## src/design/bsd_pkg.sv

```systemverilog
// Shared types and constants of the boundary-aware stencil derivative unit.
package bsd_pkg;

    // Request type codes
    localparam logic [1:0] REQ_FIELD_WR = 2'd0;
    localparam logic [1:0] REQ_COEF_WR  = 2'd1;
    localparam logic [1:0] REQ_QUERY    = 2'd2;

    // Configuration register indexes
    localparam logic [2:0] CFG_HALF_WIDTH = 3'd0;
    localparam logic [2:0] CFG_TOP_X      = 3'd1;
    localparam logic [2:0] CFG_TOP_Y      = 3'd2;
    localparam logic [2:0] CFG_TOP_Z      = 3'd3;

    // Axis codes
    localparam logic [1:0] AXIS_X = 2'd0;
    localparam logic [1:0] AXIS_Y = 2'd1;
    localparam logic [1:0] AXIS_Z = 2'd2;

    // Result status codes
    localparam logic [1:0] STATUS_OK   = 2'd0;
    localparam logic [1:0] STATUS_SAT  = 2'd1;
    localparam logic [1:0] STATUS_BAD  = 2'd2;

    // Command queue depth between front and back
    localparam int QUEUE_DEPTH = 2;

    typedef enum logic [1:0] {
        CMD_FIELD_WR,
        CMD_COEF_WR,
        CMD_QUERY,
        CMD_BAD
    } cmd_kind_t;

    // Classified command; widths cover the largest half width of eight
    typedef struct packed {
        cmd_kind_t   kind;
        logic [1:0]  comp;
        logic [1:0]  axis;
        logic [3:0]  pos_i;
        logic [3:0]  pos_j;
        logic [3:0]  pos_k;
        logic [4:0]  set;
        logic [3:0]  row;
        logic [3:0]  col;
        logic [4:0]  np;
        logic [4:0]  taps;
        logic [31:0] value;
    } cmd_t;

    typedef enum logic [1:0] {
        B_IDLE,
        B_CENTRE,
        B_TAPS,
        B_FINISH
    } back_state_t;

endpackage

```

## src/design/bsd_front.sv

```systemverilog
// Front end: configuration registers, input acceptance and request classification.
module bsd_front
    import bsd_pkg::*;
#(
    parameter int MAX_HALF_WIDTH  = 4,
    parameter int GRID_INDEX_BITS = 4
) (
    input  logic        clk,
    input  logic        rst_n,
    input  logic        cfg_valid,
    output logic        cfg_ready,
    input  logic [2:0]  cfg_index,
    input  logic [31:0] cfg_data,
    input  logic        in_valid,
    output logic        in_stall,
    input  logic [1:0]  req_type,
    input  logic [1:0]  axis,
    input  logic [1:0]  component,
    input  logic [3:0]  pos_i,
    input  logic [3:0]  pos_j,
    input  logic [3:0]  pos_k,
    input  logic [3:0]  deriv_order,
    input  logic [3:0]  coef_set,
    input  logic [2:0]  coef_row,
    input  logic [2:0]  coef_col,
    input  logic [31:0] value,
    input  logic        q_full,
    output logic        q_push,
    output cmd_t        q_cmd
);

    localparam int COEF_DIM  = 2 * MAX_HALF_WIDTH;
    localparam int COEF_SETS = 2 * MAX_HALF_WIDTH + 1;
    localparam logic [8:0] GRID_MAX = 9'((1 << GRID_INDEX_BITS) - 1);

    logic [2:0] half_width_reg;
    logic [3:0] top_x_reg;
    logic [3:0] top_y_reg;
    logic [3:0] top_z_reg;

    logic [4:0] hw;
    logic [4:0] two_hw;
    logic [4:0] p;
    logic [4:0] top_a;
    logic [4:0] w;
    logic [4:0] set;
    logic [4:0] np;
    logic       bad;
    logic       coef_ok;

    // Take configuration writes at any time
    assign cfg_ready = 1'b1;

    always_ff @(posedge clk or negedge rst_n)
    begin
        if (!rst_n)
        begin
            half_width_reg <= 3'd1;
            top_x_reg      <= 4'd15;
            top_y_reg      <= 4'd15;
            top_z_reg      <= 4'd15;
        end
        else if (cfg_valid)
        begin
            case (cfg_index)
                CFG_HALF_WIDTH: half_width_reg <= cfg_data[2:0];
                CFG_TOP_X:      top_x_reg      <= cfg_data[3:0];
                CFG_TOP_Y:      top_y_reg      <= cfg_data[3:0];
                CFG_TOP_Z:      top_z_reg      <= cfg_data[3:0];
                default:        ;
            endcase
        end
    end

    // Classify the incoming request
    always_comb
    begin
        hw     = {2'b00, half_width_reg};
        two_hw = hw << 1;
        case (axis)
            AXIS_X:  begin p = {1'b0, pos_i}; top_a = {1'b0, top_x_reg}; end
            AXIS_Y:  begin p = {1'b0, pos_j}; top_a = {1'b0, top_y_reg}; end
            default: begin p = {1'b0, pos_k}; top_a = {1'b0, top_z_reg}; end
        endcase

        bad = 1'b0;
        if (axis == 2'd3 || component == 2'd3 || hw == 5'd0
            || 32'(hw) > 32'(MAX_HALF_WIDTH))
            bad = 1'b1;
        if (deriv_order == 4'd0 || {1'b0, deriv_order} > two_hw)
            bad = 1'b1;
        if ({5'd0, top_x_reg} > GRID_MAX || pos_i > top_x_reg)
            bad = 1'b1;
        if ({5'd0, top_y_reg} > GRID_MAX || pos_j > top_y_reg)
            bad = 1'b1;
        if ({5'd0, top_z_reg} > GRID_MAX || pos_k > top_z_reg)
            bad = 1'b1;
        if (top_a < two_hw)
            bad = 1'b1;

        // Pick the stencil set; lower boundary wins
        w = 5'd0;
        if (p < hw)
        begin
            set = hw - p;
            np  = hw + set;
        end
        else if (p + hw > top_a)
        begin
            w   = p + hw - top_a;
            np  = hw - w;
            set = w + hw;
        end
        else
        begin
            set = 5'd0;
            np  = hw;
        end

        coef_ok = 32'(coef_set) < COEF_SETS && 32'(coef_row) < COEF_DIM
                  && 32'(coef_col) < COEF_DIM;

        q_cmd.comp  = component;
        q_cmd.axis  = axis;
        q_cmd.pos_i = pos_i;
        q_cmd.pos_j = pos_j;
        q_cmd.pos_k = pos_k;
        q_cmd.value = value;
        q_cmd.np    = np;
        q_cmd.taps  = two_hw;
        if (req_type == REQ_COEF_WR)
        begin
            q_cmd.set = {1'b0, coef_set};
            q_cmd.row = {1'b0, coef_row};
            q_cmd.col = {1'b0, coef_col};
        end
        else
        begin
            q_cmd.set = set;
            q_cmd.row = deriv_order - 4'd1;
            q_cmd.col = 4'd0;
        end

        q_cmd.kind = CMD_BAD;
        q_push     = 1'b0;
        case (req_type)
            REQ_FIELD_WR:
            begin
                q_cmd.kind = CMD_FIELD_WR;
                q_push     = in_valid && !q_full && component != 2'd3;
            end
            REQ_COEF_WR:
            begin
                q_cmd.kind = CMD_COEF_WR;
                q_push     = in_valid && !q_full && coef_ok;
            end
            REQ_QUERY:
            begin
                q_cmd.kind = bad ? CMD_BAD : CMD_QUERY;
                q_push     = in_valid && !q_full;
            end
            default: ;
        endcase
    end

    // Hold the input while the queue is full
    assign in_stall = q_full;

endmodule

```

## config.mk

```make
export PLATFORM = sky130hd
export DESIGN_NAME = bsd_front
export DESIGN_NICKNAME = d
export VERILOG_FILES = /design/src/design/bsd_pkg.sv /design/src/design/bsd_front.sv
export SDC_FILE = /design/constraint.sdc
export NUM_CORES = 1
export LEC_CHECK = 0
export ABC_AREA = 1
export BUFFER_PORTS_ARGS = -buffer_cell sky130_fd_sc_hd__buf_4
export CORE_ASPECT_RATIO = 0.6
export CORE_MARGIN = 10
export CORE_UTILIZATION = 40
export CTS_CLUSTER_DIAMETER = 40
export DETAILED_ROUTE_END_ITERATION = 10
export PLACE_DENSITY = 0.9
export SKIP_CTS_REPAIR_TIMING = 1
export SLEW_MARGIN = 20
export SYNTH_ARGS = -nofsm -noshare
export SYNTH_HDL_FRONTEND = slang
export SYNTH_SLANG_ARGS = --single-unit
```

## constraint.sdc

```tcl
create_clock -name clk -period 3.6 [get_ports clk]
set_input_delay 0.54 -clock clk [delete_from_list [all_inputs] [get_ports clk]]
set_output_delay 0.54 -clock clk [all_outputs]
set_load 0.03 [all_outputs]
```

Yosys cells after proc, flatten, opt, wreduce, memory -nomap -nowiden. Index checks and enable logic that the tools add are counted.

Register bits: 15. Word-level logic and storage cells: 62.

Order comparisons: 9. Add/subtract/negate cells: 7. Reductions and logical operators: 17. Mux-type cells: 16. Eq/ne operators: 9.

Operators by type and width (count): 5-bit 2-to-1 mux (4); 4-bit > comparator (4); 4-bit one-hot mux with 2 select lines (2); 13-bit 2-to-1 mux (1); 5-bit by 3-bit adder with 5-bit output (2); 3-bit by 5-bit subtractor with 5-bit output (2); 2-bit AND reduction (4); 1-bit 2-to-1 mux (7); 2-bit equality test, second input constant (3); 3-bit by 2-bit equality test with 1-bit output, second input constant (2); 3-bit logical NOT (2); 2-bit one-hot mux with 3 select lines (1); 3-bit by 5-bit adder with 5-bit output (1); 5-bit > comparator (1); 5-bit by 3-bit < comparator with 1-bit output (1); 5-bit by 4-bit < comparator with 1-bit output (1); 5-bit subtractor (1); 2-bit by 1-bit equality test with 1-bit output, second input constant (2); 2-bit logical NOT (2); 4-bit logical NOT (1); 1-bit logical OR (4); 4-bit < comparator, second input constant (1); 4-bit by 1-bit subtractor with 4-bit output, second input constant (1); 3-bit by 1-bit equality test with 1-bit output, second input constant (1); 5 further kinds (7).

Longest topological paths before layout.
Depth in word-level cells: 12. Depth in mapped cells: 21.

Worst setup path before layout. OpenSTA, ideal clock, no wires.

Path kind: input port to output port. Start point: in axis[1]. End point: out q_cmd[53] (netlist name). Path slack: -602 ps. Cell stages on the path: 16. Data required time: 3060 ps. Data arrival time: 3662 ps. Cells stage by stage: buf_6 inv_2 nand2_1 o21a_1 ha_1 inv_1 fa_1 fa_1 xnor2_1 ha_1 inv_1 o21ai_0 nor2_1 nor2_1 nand2_1 o21ai_1.

RTL lines: start, declared (line bsd_front.sv:17) `input logic [1:0] axis,`; end, declared (line bsd_front.sv:29) `output cmd_t q_cmd`.

==> impl_results.md <==
- Final Hold Fails: 0
- Post-synth EDFFs: 0
- Filler cells: roughly 550
- Largest net degree at the start of global routing: 16
- Die H: 84.8 um
- Mapped cell area: about 2800 um2
- Die extent in x: 128 um
- Post-place setup slack: -453 ps
- Number of antenna diodes: 0
- Antenna violations before repair: 0
- DRT Wirelength: roughly 9.7 mm
- CTS buffer count: 3
- Crit-path slowest cell: fa_2
- Fin. max-slew vios: 0
- Critical-path maximum fanout: 5
- H-tree depth: 1
- Commonest non-fill, non-tap cell in the layout: buf_4
- Main synth FF type: dfstp_2
- Layout area overhead: 36.8%
- Vias in the first global route: 2975
- WS Path Type: in2out
- CP delay by family, top: adder cells
- Clock Path Buffers: 2
- Commonest non-fill, non-tap cells in the layout: buf_4, nand2_1, inv_1, ha_1, o21ai_0
- First-pass GRT wire length: 14.1 mm
- CP peak stage delay: ~640 ps
- DR WL/cell: between 15 and 20 um
- Critical path cell sequence: buf_12 -> inv_4 -> nand2_2 -> o21a_1 -> ha_2 -> inv_2 -> fa_2 -> fa_2 -> inv_4 -> fa_2 -> buf_6 -> xor2_1 -> nand3_1 -> nand2_1 -> nand2_2 -> nand2_4 -> buf_6
- RSZ-0062 raised after global routing: true
- Period Utilization, post-route: 112%
- Post-route ant nets: 0
- Drt pass-1 iters: 5
- Worst hold path class: in2async
- Layout cells sized above 1: between 40% and 50%
- CTS tree: built
- Sequential-to-total area share from yosys stat: between 10 and 15%
- Final worst slack: -444 ps
- GRT Overall Usage: 15.2%
- RePlAce Congestion: ~0.9
- Max Clock Freq: 0.247 GHz
- Clock Sinks: 15
- Root Driver: clkbuf_16
- Via count: 3040
- Status: finished, violations left
- Top cell by count, worst path: fa_2
- Nets: ~630
- Initial Util: 41.5%
- Avg Cell Area, Syn: roughly 6.8 um2
- Worst-Skew Late Latency: around 240 ps
- Placed cell count: 556
- Yosys reg bits: 15
- # IOs: 180
- CTS clk-pin slew, worst paths: around 50 ps
- Worst EP arrival: between 3000 and 4000 ps
- Crit start category: input port
- MaxCap Viol Count: 0
- Crit. End Element: primary output
- PortBufs: 83
- Violated checks: setup timing
- Via density: 5.33
- Leakage power: 2.05 nW
- PD cells: 727 nW/um2
- Share of flip-flops with an asynchronous set or reset: 100%
- Post-detail-place hpwl: roughly 7.5 mm
- Cell Rows: 23
- Synth Warn #: 0
- Final cell utilization of the core: 56.8%
- Worst Skew: 0 ps
- Yosys cell types: 37
- # setup viols final: 10
- Core ar.: between 6000 and 7000 um2
- Iter 0 DRT Violations: between 200 and 300
- Cell Count, Final, Fillers Out: 570
- Req. time, crit path: 3060 ps
- Max VDD drop: roughly 0.33 mV
- GR Overflow Total: 0
- Detailed-route DRC error count: 0
- Tmin final: between 4000 and 5000 ps
- Worst Path Buf+Inv: 6
- Die area: roughly 11000 um2
- Cells after Synth: roughly 410
-- cells in the mapped netlist (3+ instances only) --
cell type | instances | area (um2)
xnor2_1 | 4 | 35.0
inv_1 | 69 | 259
a22oi_1 | 3 | 22.5
xor2_1 | 6 | 52.6
fa_1 | 6 | 120
a21oi_1 | 18 | 90.1
nor3_1 | 3 | 15.0
buf_4 | 53 | 398
o21a_1 | 5 | 37.5
nand4_1 | 4 | 25.0
nand3_1 | 18 | 90.1
o21ai_0 | 28 | 140
dfstp_2 | 13 | 342
nand2_1 | 86 | 323
o21ai_1 | 5 | 25.0
ha_1 | 39 | 488
nor2_1 | 20 | 75.1
o22ai_1 | 3 | 18.8
-- path summary, 6_finish.rpt --
check                                        from                end  slack, ps  cells after the start
worst max-delay path                      axis[1]          q_cmd[52]       -440                     17
worst max register to register  half_width_reg[2]  half_width_reg[2]       2690                      3
min in group clk                     top_x_reg[2]       top_x_reg[2]        500                      2
worst min register to register       top_x_reg[2]       top_x_reg[2]        500                      2
max in group asynchronous                   rst_n       top_z_reg[3]       3210                      1
worst min-delay path                        rst_n  half_width_reg[2]        150                      1
-- through the flow --
step	total power [mW]	instance area, um2	hold slack, ps	setup TNS [ps]
after CTS	2.26	3490	143	-3630
final	2.78	3830	146	-3420
after detailed placement	2.03	3410	401	-3560
after floorplan	1.52	2890	244	-1190
after global placement	1.94	3410	394	-2680
after global routing	2.97	3830	150	-4450
-- layer usage --
layer / up-vias / track usage, % / part of all wire [%]
met5: - / 0 / 0
met4: 0 / 3.16 / 2.3
met3: 38 / 4.90 / 12
met2: 181 / 25.3 / 46
met1: 1426 / 18.7 / 40
li1: 1395 / - / -
-- power breakdown --
part / leakage, nW / switching, mW / total (mW) / internal, mW
sequential: 0.161 / 0.0352 / 0.257 / 0.222
clock: 0.0382 / 0.0610 / 0.210 / 0.149
combinational: 1.85 / 1.32 / 2.32 / 0.999
total: 2.05 / 1.41 / 2.78 / 1.37
-- worst register-to-register path: stages, from the launching register on --
cell and delay, ps:
dfrtp_1 410, buf_4 220, nand2_1 80, o21ai_0 80
-- cell type report --
cell class,instances,area [um2],share of cell area (%)
multi-input combinational,270,1970,51.4
timing repair buffer,123,1010,26.3
sequential,15,392,10.2
inverter,71,274,7.16
tap,87,109,2.84
clock buffer,4,78.8,2.06
-- logic make-up (layout without fill, tap and decap cells) --
kind of cell | Yosys count | after routing | synth area share [%]
AO/OA/AOI/OAI | 68 | 68 | 13.6
XOR/XNOR | 10 | 10 | 3.13
adder cells (fa/ha/maj) | 45 | 45 | 21.7
buffers and inverters | 128 | 198 | 24.8
flip-flops | 15 | 15 | 14.0
other | 2 | 4 | 0.268
AND/OR/NAND/NOR | 143 | 143 | 22.5
(Power assumes the default switching activity.)
