## src/design/bsd_pkg.sv

```systemverilog
// Shared types and constants of the boundary-aware stencil derivative unit.
package bsd_pkg;

    // Request type codes
    localparam logic [1:0] REQ_FIELD_WR = 2'd0;
    localparam logic [1:0] REQ_COEF_WR  = 2'd1;
    localparam logic [1:0] REQ_QUERY    = 2'd2;

    // Configuration register indexes
    localparam logic [2:0] CFG_HALF_WIDTH = 3'd0;
    localparam logic [2:0] CFG_TOP_X      = 3'd1;
    localparam logic [2:0] CFG_TOP_Y      = 3'd2;
    localparam logic [2:0] CFG_TOP_Z      = 3'd3;

    // Axis codes
    localparam logic [1:0] AXIS_X = 2'd0;
    localparam logic [1:0] AXIS_Y = 2'd1;
    localparam logic [1:0] AXIS_Z = 2'd2;

    // Result status codes
    localparam logic [1:0] STATUS_OK   = 2'd0;
    localparam logic [1:0] STATUS_SAT  = 2'd1;
    localparam logic [1:0] STATUS_BAD  = 2'd2;

    // Command queue depth between front and back
    localparam int QUEUE_DEPTH = 2;

    typedef enum logic [1:0] {
        CMD_FIELD_WR,
        CMD_COEF_WR,
        CMD_QUERY,
        CMD_BAD
    } cmd_kind_t;

    // Classified command; widths cover the largest half width of eight
    typedef struct packed {
        cmd_kind_t   kind;
        logic [1:0]  comp;
        logic [1:0]  axis;
        logic [3:0]  pos_i;
        logic [3:0]  pos_j;
        logic [3:0]  pos_k;
        logic [4:0]  set;
        logic [3:0]  row;
        logic [3:0]  col;
        logic [4:0]  np;
        logic [4:0]  taps;
        logic [31:0] value;
    } cmd_t;

    typedef enum logic [1:0] {
        B_IDLE,
        B_CENTRE,
        B_TAPS,
        B_FINISH
    } back_state_t;

endpackage

```

## src/design/bsd_queue.sv

```systemverilog
// Command queue decoupling the front end from the back end.
module bsd_queue
    import bsd_pkg::*;
(
    input  logic clk,
    input  logic rst_n,
    input  logic push,
    input  cmd_t push_cmd,
    input  logic pop,
    output cmd_t head,
    output logic full,
    output logic empty
);

    localparam int PW = (QUEUE_DEPTH > 1) ? $clog2(QUEUE_DEPTH) : 1;
    localparam int CW = $clog2(QUEUE_DEPTH + 1);

    cmd_t          entry_reg [QUEUE_DEPTH];
    logic [PW-1:0] wr_ptr_reg;
    logic [PW-1:0] rd_ptr_reg;
    logic [CW-1:0] count_reg;

    assign full  = count_reg == CW'(QUEUE_DEPTH);
    assign empty = count_reg == '0;
    assign head  = entry_reg[rd_ptr_reg];

    // Store pushed commands
    always_ff @(posedge clk)
    begin
        if (push)
            entry_reg[wr_ptr_reg] <= push_cmd;
    end

    // Advance pointers and the fill count
    always_ff @(posedge clk or negedge rst_n)
    begin
        if (!rst_n)
        begin
            wr_ptr_reg <= '0;
            rd_ptr_reg <= '0;
            count_reg  <= '0;
        end
        else
        begin
            if (push)
                wr_ptr_reg <= (32'(wr_ptr_reg) == QUEUE_DEPTH - 1) ? '0 : wr_ptr_reg + 1'b1;
            if (pop)
                rd_ptr_reg <= (32'(rd_ptr_reg) == QUEUE_DEPTH - 1) ? '0 : rd_ptr_reg + 1'b1;
            if (push && !pop)
                count_reg <= count_reg + 1'b1;
            else if (pop && !push)
                count_reg <= count_reg - 1'b1;
        end
    end

endmodule

```

## config.mk

```make
export PLATFORM = sky130hd
export DESIGN_NAME = bsd_queue
export DESIGN_NICKNAME = d
export VERILOG_FILES = /design/src/design/bsd_pkg.sv /design/src/design/bsd_queue.sv
export SDC_FILE = /design/constraint.sdc
export NUM_CORES = 1
export LEC_CHECK = 0
export BUFFER_PORTS_ARGS = -buffer_cell sky130_fd_sc_hd__buf_2
export CAP_MARGIN = 30
export CORE_ASPECT_RATIO = 1.5
export CORE_MARGIN = 4
export CORE_UTILIZATION = 47
export DETAILED_ROUTE_END_ITERATION = 7
export HOLD_SLACK_MARGIN = 0.1
export PLACE_DENSITY = 0.84
export SYNTH_ARGS = -nofsm -noshare
export SYNTH_HDL_FRONTEND = slang
export SYNTH_SLANG_ARGS = --single-unit
```

## constraint.sdc

```tcl
create_clock -name clk -period 4.1 [get_ports clk]
set_input_delay 0.41 -clock clk [delete_from_list [all_inputs] [get_ports clk]]
set_output_delay 0.41 -clock clk [all_outputs]
set_load 0.1 [all_outputs]
```

==> Word level (Yosys, flattened, before mapping) <==
Memories as Yosys holds them, arrays and structs flattened.
Cells that the tools add are included.
{ "totals": {"reg_bits": 4, "ram_bits": 146, "input_bits": 77, "output_inout_bits": 75, "mem_count": 1} }
{ "memory_table": {"columns": ["name", "words", "width", "rd", "rd_clocked_by_memory_dff", "write_ports", "line", "source"], "rows": [
  ["entry_reg", 2, 73, 1, 0, 1, "bsd_queue.sv:18", "cmd_t entry_reg [QUEUE_DEPTH];"]
]} }
{ "op_classes": {"add_sub_neg": 4, "eq_ne": 1, "muxes": 6, "n_reduce_logical": 6} }
{ "op_table": {"columns": ["operator", "count"], "rows": [
  ["$mux 1", 4],
  ["$mux 2", 2],
  ["$add 1x1->1 const B", 2],
  ["$add 2x1->2 const B", 1],
  ["$eq 2x2->1 const B", 1],
  ["$logic_and 1x1->1", 2],
  ["$logic_not 1->1", 2],
  ["$logic_not 2->1", 1],
  ["$reduce_bool 2->1", 1],
  ["$sub 2x1->2 const B", 1]
]} }

==> Depth between registers and ports, before layout <==
Gate-level depths: netlist of run 1.
{ "depth": {"depth_word": 4, "ltp_mapped": 5, "mapped_depth_nobuf": 5} }

==> Least setup slack after synthesis of run 1 <==
Ideal clock, no wire load.
{ "synth_path": {"kind": "flip-flop to flip-flop", "from": "reg wr_ptr_reg", "to": "mem entry_reg[0][0] in the netlist's numbering (enable)", "t_arrival_ps": 3643, "slack_ps": -56, "stages_incl_launch_ff": 2, "n_path_buf": 0, "synth_period_minus_slack_ps": 4156, "cell_sequence": "dfrtp_1 > nor2b_1"} }
{ "synth_lines": {"columns": ["item", "line", "source"], "rows": [
  ["start, declared", "bsd_queue.sv:19", "logic [PW-1:0] wr_ptr_reg;"],
  ["start signal, assigned", "bsd_queue.sv:46", "wr_ptr_reg <= (32'(wr_ptr_reg) == QUEUE_DEPTH - 1) ? '0 : wr_ptr_reg + 1'b1;"],
  ["end, declared", "bsd_queue.sv:18", null]
]} }
No word-level cell before the write port.

==> results of run 1 <==
cell usage in the layout (no fill, tap or decap):
cell	Yosys	layout
dlygate4sd3_1	0	1
clkinvlp_4	0	2
clkinv_1	0	1
nor2_1	2	2
xnor2_1	1	1
clkbuf_1	0	3
buf_2	1	151
clkbuf_16	0	17
buf_12	0	3
inv_1	1	1
edfxtp_1	146	146
bufinv_16	0	4
mux2_4	60	60
clkbuf_8	0	2
dfrtp_4	0	1
and2_4	0	1
buf_16	0	1
clkinv_2	0	3
dfrtp_1	4	3
buf_4	0	2
xor2_1	4	4
nor2b_4	0	1
nor2b_1	2	1
mux2_2	13	13
ha_1	1	1
per-layer routing:
metal	part of all wire	wire [um]	GRT usage
met1	0.33	3390	0.138
met2	0.58	6030	0.269
met3	0.055	569	0.0450
met4	0.035	363	0.0810
met5	0.00077	8	0
logic make-up after synthesis:
family                     Yosys count  synth area share
xor gates and xnor gates             5           0.00768
and+or+nand+nor                      5           0.00461
muxes                               73             0.184
DFF                                150             0.786
buffers and inverters                9            0.0154
adders and majority gates            1           0.00219
layout make-up:
type / instances / share of cell area
clock buffers: 22 / 0.0635
well taps: 153 / 0.0262
clock inverters: 10 / 0.0211
multi-input cells: 84 / 0.156
repair buffers: 158 / 0.119
flip-flops and latches: 150 / 0.614
inverters: 1 / 0.000514
worst max path at each step:
stage,endpoint,slack [ns],cells after the start
after floorplan,entry_reg[0][0],1.34,1
after global placement,head[33],1.57,3
after detailed placement,head[3],1.86,4
after CTS,head[3],1.42,4
after global routing,head[3],1.35,4
final,head[3],1.46,4
worst max-delay path: stages, from the launching register on:
cell and delay, ns:
dfrtp_4 0.69, buf_16 0.32, buf_4 0.20, mux2_4 0.30
buf_2 0.29
per-stage QoR:
stage	hold WS, ns	instance area [um^2]	worst slack (ns)
floorplan	0.114	5700	1.34
global placement	0.216	6610	1.57
detailed placement	0.225	6640	1.86
CTS	0.170	7270	1.42
global route	0.174	7310	1.35
finish	0.189	7310	1.46
==> run metrics, run 1 <==
Placer Congestion 0.728; Worst Path Arrival 2.23 ns; largest net degree at the start of global routing 74; overall via count from detail_route 2,805; Setup TNS 0 ns; Max-Slew Margin vs Limit 0.658; Initial DRC Count 113; top cell type's share of synthesized area 0.769; WL/cell 17.9 um; htree depth 4; area occupied by multi-input gates 0.00114 mm^2; clk root buf clkbuf_16; most numerous cell in the Yosys netlist edfxtp_1; dominant cells by area after synthesis edfxtp_1 (77%), mux2_4 (16%), mux2_2 (2.6%); drt via density 4.85; R2R setup slack 2.52 ns; max reg flops 146; RSZ-0062 raised after global routing false; Die H 143 um; GRT Total Usage 0.144; worst setup path startpoint rd_ptr_reg; vias in the first global route 2,992; Initial Utilization 0.477; Detailed Route WL 10,400 um; flops & latches, synth 150; outcome completed; placed cells 543; Yosys warnings 0; ANT cells 0; endpoints failing setup 0; Worst EP required 3.69 ns; post-synthesis cell count 243; first-pass GRT wire length 15,100 um; Top Ports 152; crit end category output port; Final ANT Viol Nets 0; r2r endpoint entry_reg[1][39]; Mapped Area 0.00570 mm^2; Startpoint Class flop; CTS Buf Count 17; WHS Endpoint entry_reg[1][48]; initial antenna violation count 1; FF+latch area 0.00449 mm^2; Post-Layout Cell Count 578; Yosys top cell by area edfxtp_1; hold path start push_cmd[48]; Worst-Margin Slew 0.517 ns; type of the most critical hold path input pin to flop; WS Path Type flop to output port; CTS tree built; Cell Rows 49; r2r startpoint wr_ptr_reg; WHS Path Cells 1; R2R depth 2; # nets final 490; Fillers 894; Core Area 0.0120 mm^2; gr ovfl total 0; Yosys cell types 13; die area 0.0140 mm^2; Syn Area/Cell 23.5 um^2; Post-CTS Hold Fix Bufs 1; Worst-path clk slew 0.06 ns; top post-synthesis cells by count edfxtp_1 (146), mux2_4 (60), mux2_2 (13); fin util 0.611; Final Slew Violations 0; post-CTS setup buffer count 0; detailed-route DRC error count 0; Final Hold Viols 0; placed wire-length estimate 7170 um; period utilisation layout 0.645; synth-to-layout area growth 28.2%; Worst Path Max Fanout 39; Max Clk Rate 378 MHz; Post-CTS Resized 0; dominant synthesized flop cell edfxtp_1; skew final 0.00621 ns; # Max-Cap Violations 0; post-synthesis sequential area ratio 0.786; Port Buffer Count 151; post-route minimum period 2.64 ns; Post-synth EDFFs 146; Clock Latency Late Sink 0.40 ns; Synth Net Count 321; Async SR Flop Fraction 0.0267; clock sink total 150; ratio of cells with drive above 1 in the final layout 0.614; DR pass1 iterations 4; die width 97.9 um; CTS Buffer Depth 2
Power of run 1 is left out: the tool's default activity adds up to more than one toggle a clock period on the data nets, which glitch-free logic cannot reach.
==> run 2: changes to the inputs <==
- ABC_AREA: default -> 1
- CORE_UTILIZATION: 47 -> 52
- PLACE_DENSITY: 0.84 -> 0.88
- clock period: 4.1 -> 2.75 ns (I/O delays scaled with it)
==> run 2 against run 1 <==
  * Count of clock-buffer cells in the layout is 4 lower
  * Non-clock buffer count is 73 higher
  * Core utilization is 14 points higher
  * First-iteration DRC count is 33% higher
  * Synthesized cell count is 3.7% higher
  * Critical path depth is 1 lower
  * Clock skew is 0.0015 ns lower
  * Final cell count is 13% higher
  * Synthesized area is 0.35% higher
  * Hold slack better by 0.012 ns
  * Die area is 8.7% lower
==> run metrics, run 2 <==
Yosys cell types 14 (+1); dominant synthesized flop cell edfxtp_1; top cell type's share of synthesized area 0.766 (-0.00269); most numerous cell in the Yosys netlist edfxtp_1; DR pass1 iterations 5 (+1); type of the most critical hold path input pin to asynchronous set/reset pin; synth-to-layout area growth 40.5%; top post-synthesis cells by count edfxtp_1 (146), mux2_4 (60), mux2_2 (13); outcome completed; post-synthesis cell count 252 (+3.7%); RSZ-0062 raised after global routing false; overall via count from detail_route 3,196 (+14%); WL/cell 18.1 um (+0.82%); Worst Path Arrival 2.05 ns (-0.18 ns); first-pass GRT wire length 17,900 um (+19%); die area 0.0128 mm^2 (-8.7%); Max-Slew Margin vs Limit 0.622 (-0.0359); skew final 0.00469 ns (-0.00152 ns); Final Hold Viols 0 (unchanged); Worst EP required 2.48 ns (-1.21 ns); Cell Rows 46 (-6.1%); clk root buf clkbuf_16; post-route minimum period 2.32 ns; commonest non-fill, non-tap cell in the layout buf_2; detailed-route DRC error count 0 (unchanged); Placer Congestion 0.718 (-1.3%); Initial DRC Count 150 (+33%); endpoints failing setup 0 (unchanged); Setup TNS 0 ns (unchanged); Syn Area/Cell 22.7 um^2 (-3.2%); gr ovfl total 0 (unchanged); largest net degree at the start of global routing 74 (unchanged); placed wire-length estimate 7000 um (-2.4%); Initial Utilization 0.537 (+0.0604); most frequent cells in the layout buf_2 (151), edfxtp_1 (146), dlygate4sd3_1 (76); WS Path Type flop to output port; crit end category output port; Post-CTS Hold Fix Bufs 76 (+75); Worst Path Max Fanout 30 (-23%); Max Clk Rate 430 MHz; drt via density 4.90 (+1.0%); htree depth 4 (unchanged); Async SR Flop Fraction 0.0267 (unchanged); ratio of cells with drive above 1 in the final layout 0.511 (-0.103); clock sink total 150 (unchanged); # Max-Cap Violations 0 (unchanged); Worst-Margin Slew 0.566 ns (+0.0489 ns); post-CTS setup buffer count 0 (unchanged); vias in the first global route 3,478 (+16%); # nets final 572 (+17%); initial antenna violation count 1 (unchanged); flops & latches, synth 150 (unchanged); Synth Net Count 330 (+2.8%); die width 93.6 um (-4.4%); Post-CTS Resized 0 (unchanged); Startpoint Class flop; Yosys top cell by area edfxtp_1; Post-synth EDFFs 146 (unchanged); Detailed Route WL 11,800 um (+14%); Top Ports 152 (unchanged); hold slack 0.201 ns (+0.0117 ns); CTS tree built; Mapped Area 0.00572 mm^2 (+0.35%); Clock Latency Late Sink 0.41 ns (about the same); R2R depth 2 (unchanged); max reg flops 146 (unchanged); CTS Buffer Depth 2 (unchanged); dominant cells by area after synthesis edfxtp_1 (77%), mux2_4 (16%), mux2_2 (2.6%); Worst-path clk slew 0.06 ns (about the same); post-synthesis sequential area ratio 0.784 (-0.00275); GRT Total Usage 0.190 (+0.0462); Yosys warnings 0 (unchanged); period utilisation layout 0.845; Port Buffer Count 151 (unchanged); Die H 136 um (-4.5%); Final ANT Viol Nets 0 (unchanged); Core Area 0.0106 mm^2 (-11%); Final Slew Violations 0 (unchanged); CTS Buf Count 17 (unchanged)
-- run 2: metal layers --
layer  vias up  share of wire  GRT usage
met5         -              0          0
met1      1564           0.35      0.202
li1       1469              -          -
met4         0          0.035      0.101
met3        29          0.042     0.0382
met2       134           0.58      0.350
-- run 2: area by class of cell --
class	count	area, um^2
antenna	1	2.50
clock buffer	18	429
clock inverter	14	184
fill	598	2610
inverter	7	26.3
multi-input combinational	87	1130
sequential	150	4490
tap	144	180
timing repair buffer	231	1600
-- run 2: cell families after synthesis --
group,share of synthesized area
xor gates and xnor gates,0.00459
adders and majority gates,0.00219
buffers and inverters,0.0192
DFF,0.784
muxes,0.183
and+or+nand+nor,0.00722
-- run 2: path summary, 6_finish.rpt --
path | from | endpoint | slack [ns]
setup / recovery | rd_ptr_reg | head[52] | 0.43
hold / removal | rst_n | rd_ptr_reg | 0.20
setup reg to reg | wr_ptr_reg | entry_reg[0][14] | 1.10
hold reg to reg | wr_ptr_reg | wr_ptr_reg | 0.54
max in group asynchronous | rst_n | rd_ptr_reg | 2.41
min in group clk | wr_ptr_reg | wr_ptr_reg | 0.54
-- run 2: through the flow --
step	cell area [um^2]	util	std cells	setup WS [ns]
after CTS	8040	0.755	651	0.400
after global placement	6670	0.626	543	0.859
final	8040	0.755	652	0.425
after detailed placement	6670	0.626	543	0.841
after global routing	8040	0.755	652	0.352
after floorplan	5720	-	252	0.00443
-- run 2: worst max-delay path: stages, from the launching register on --
cell,delay [ns]
dfrtp_4,0.67
buf_12,0.28
mux2_2,0.37
buf_2,0.29
Power of run 2 is left out for the same reason.
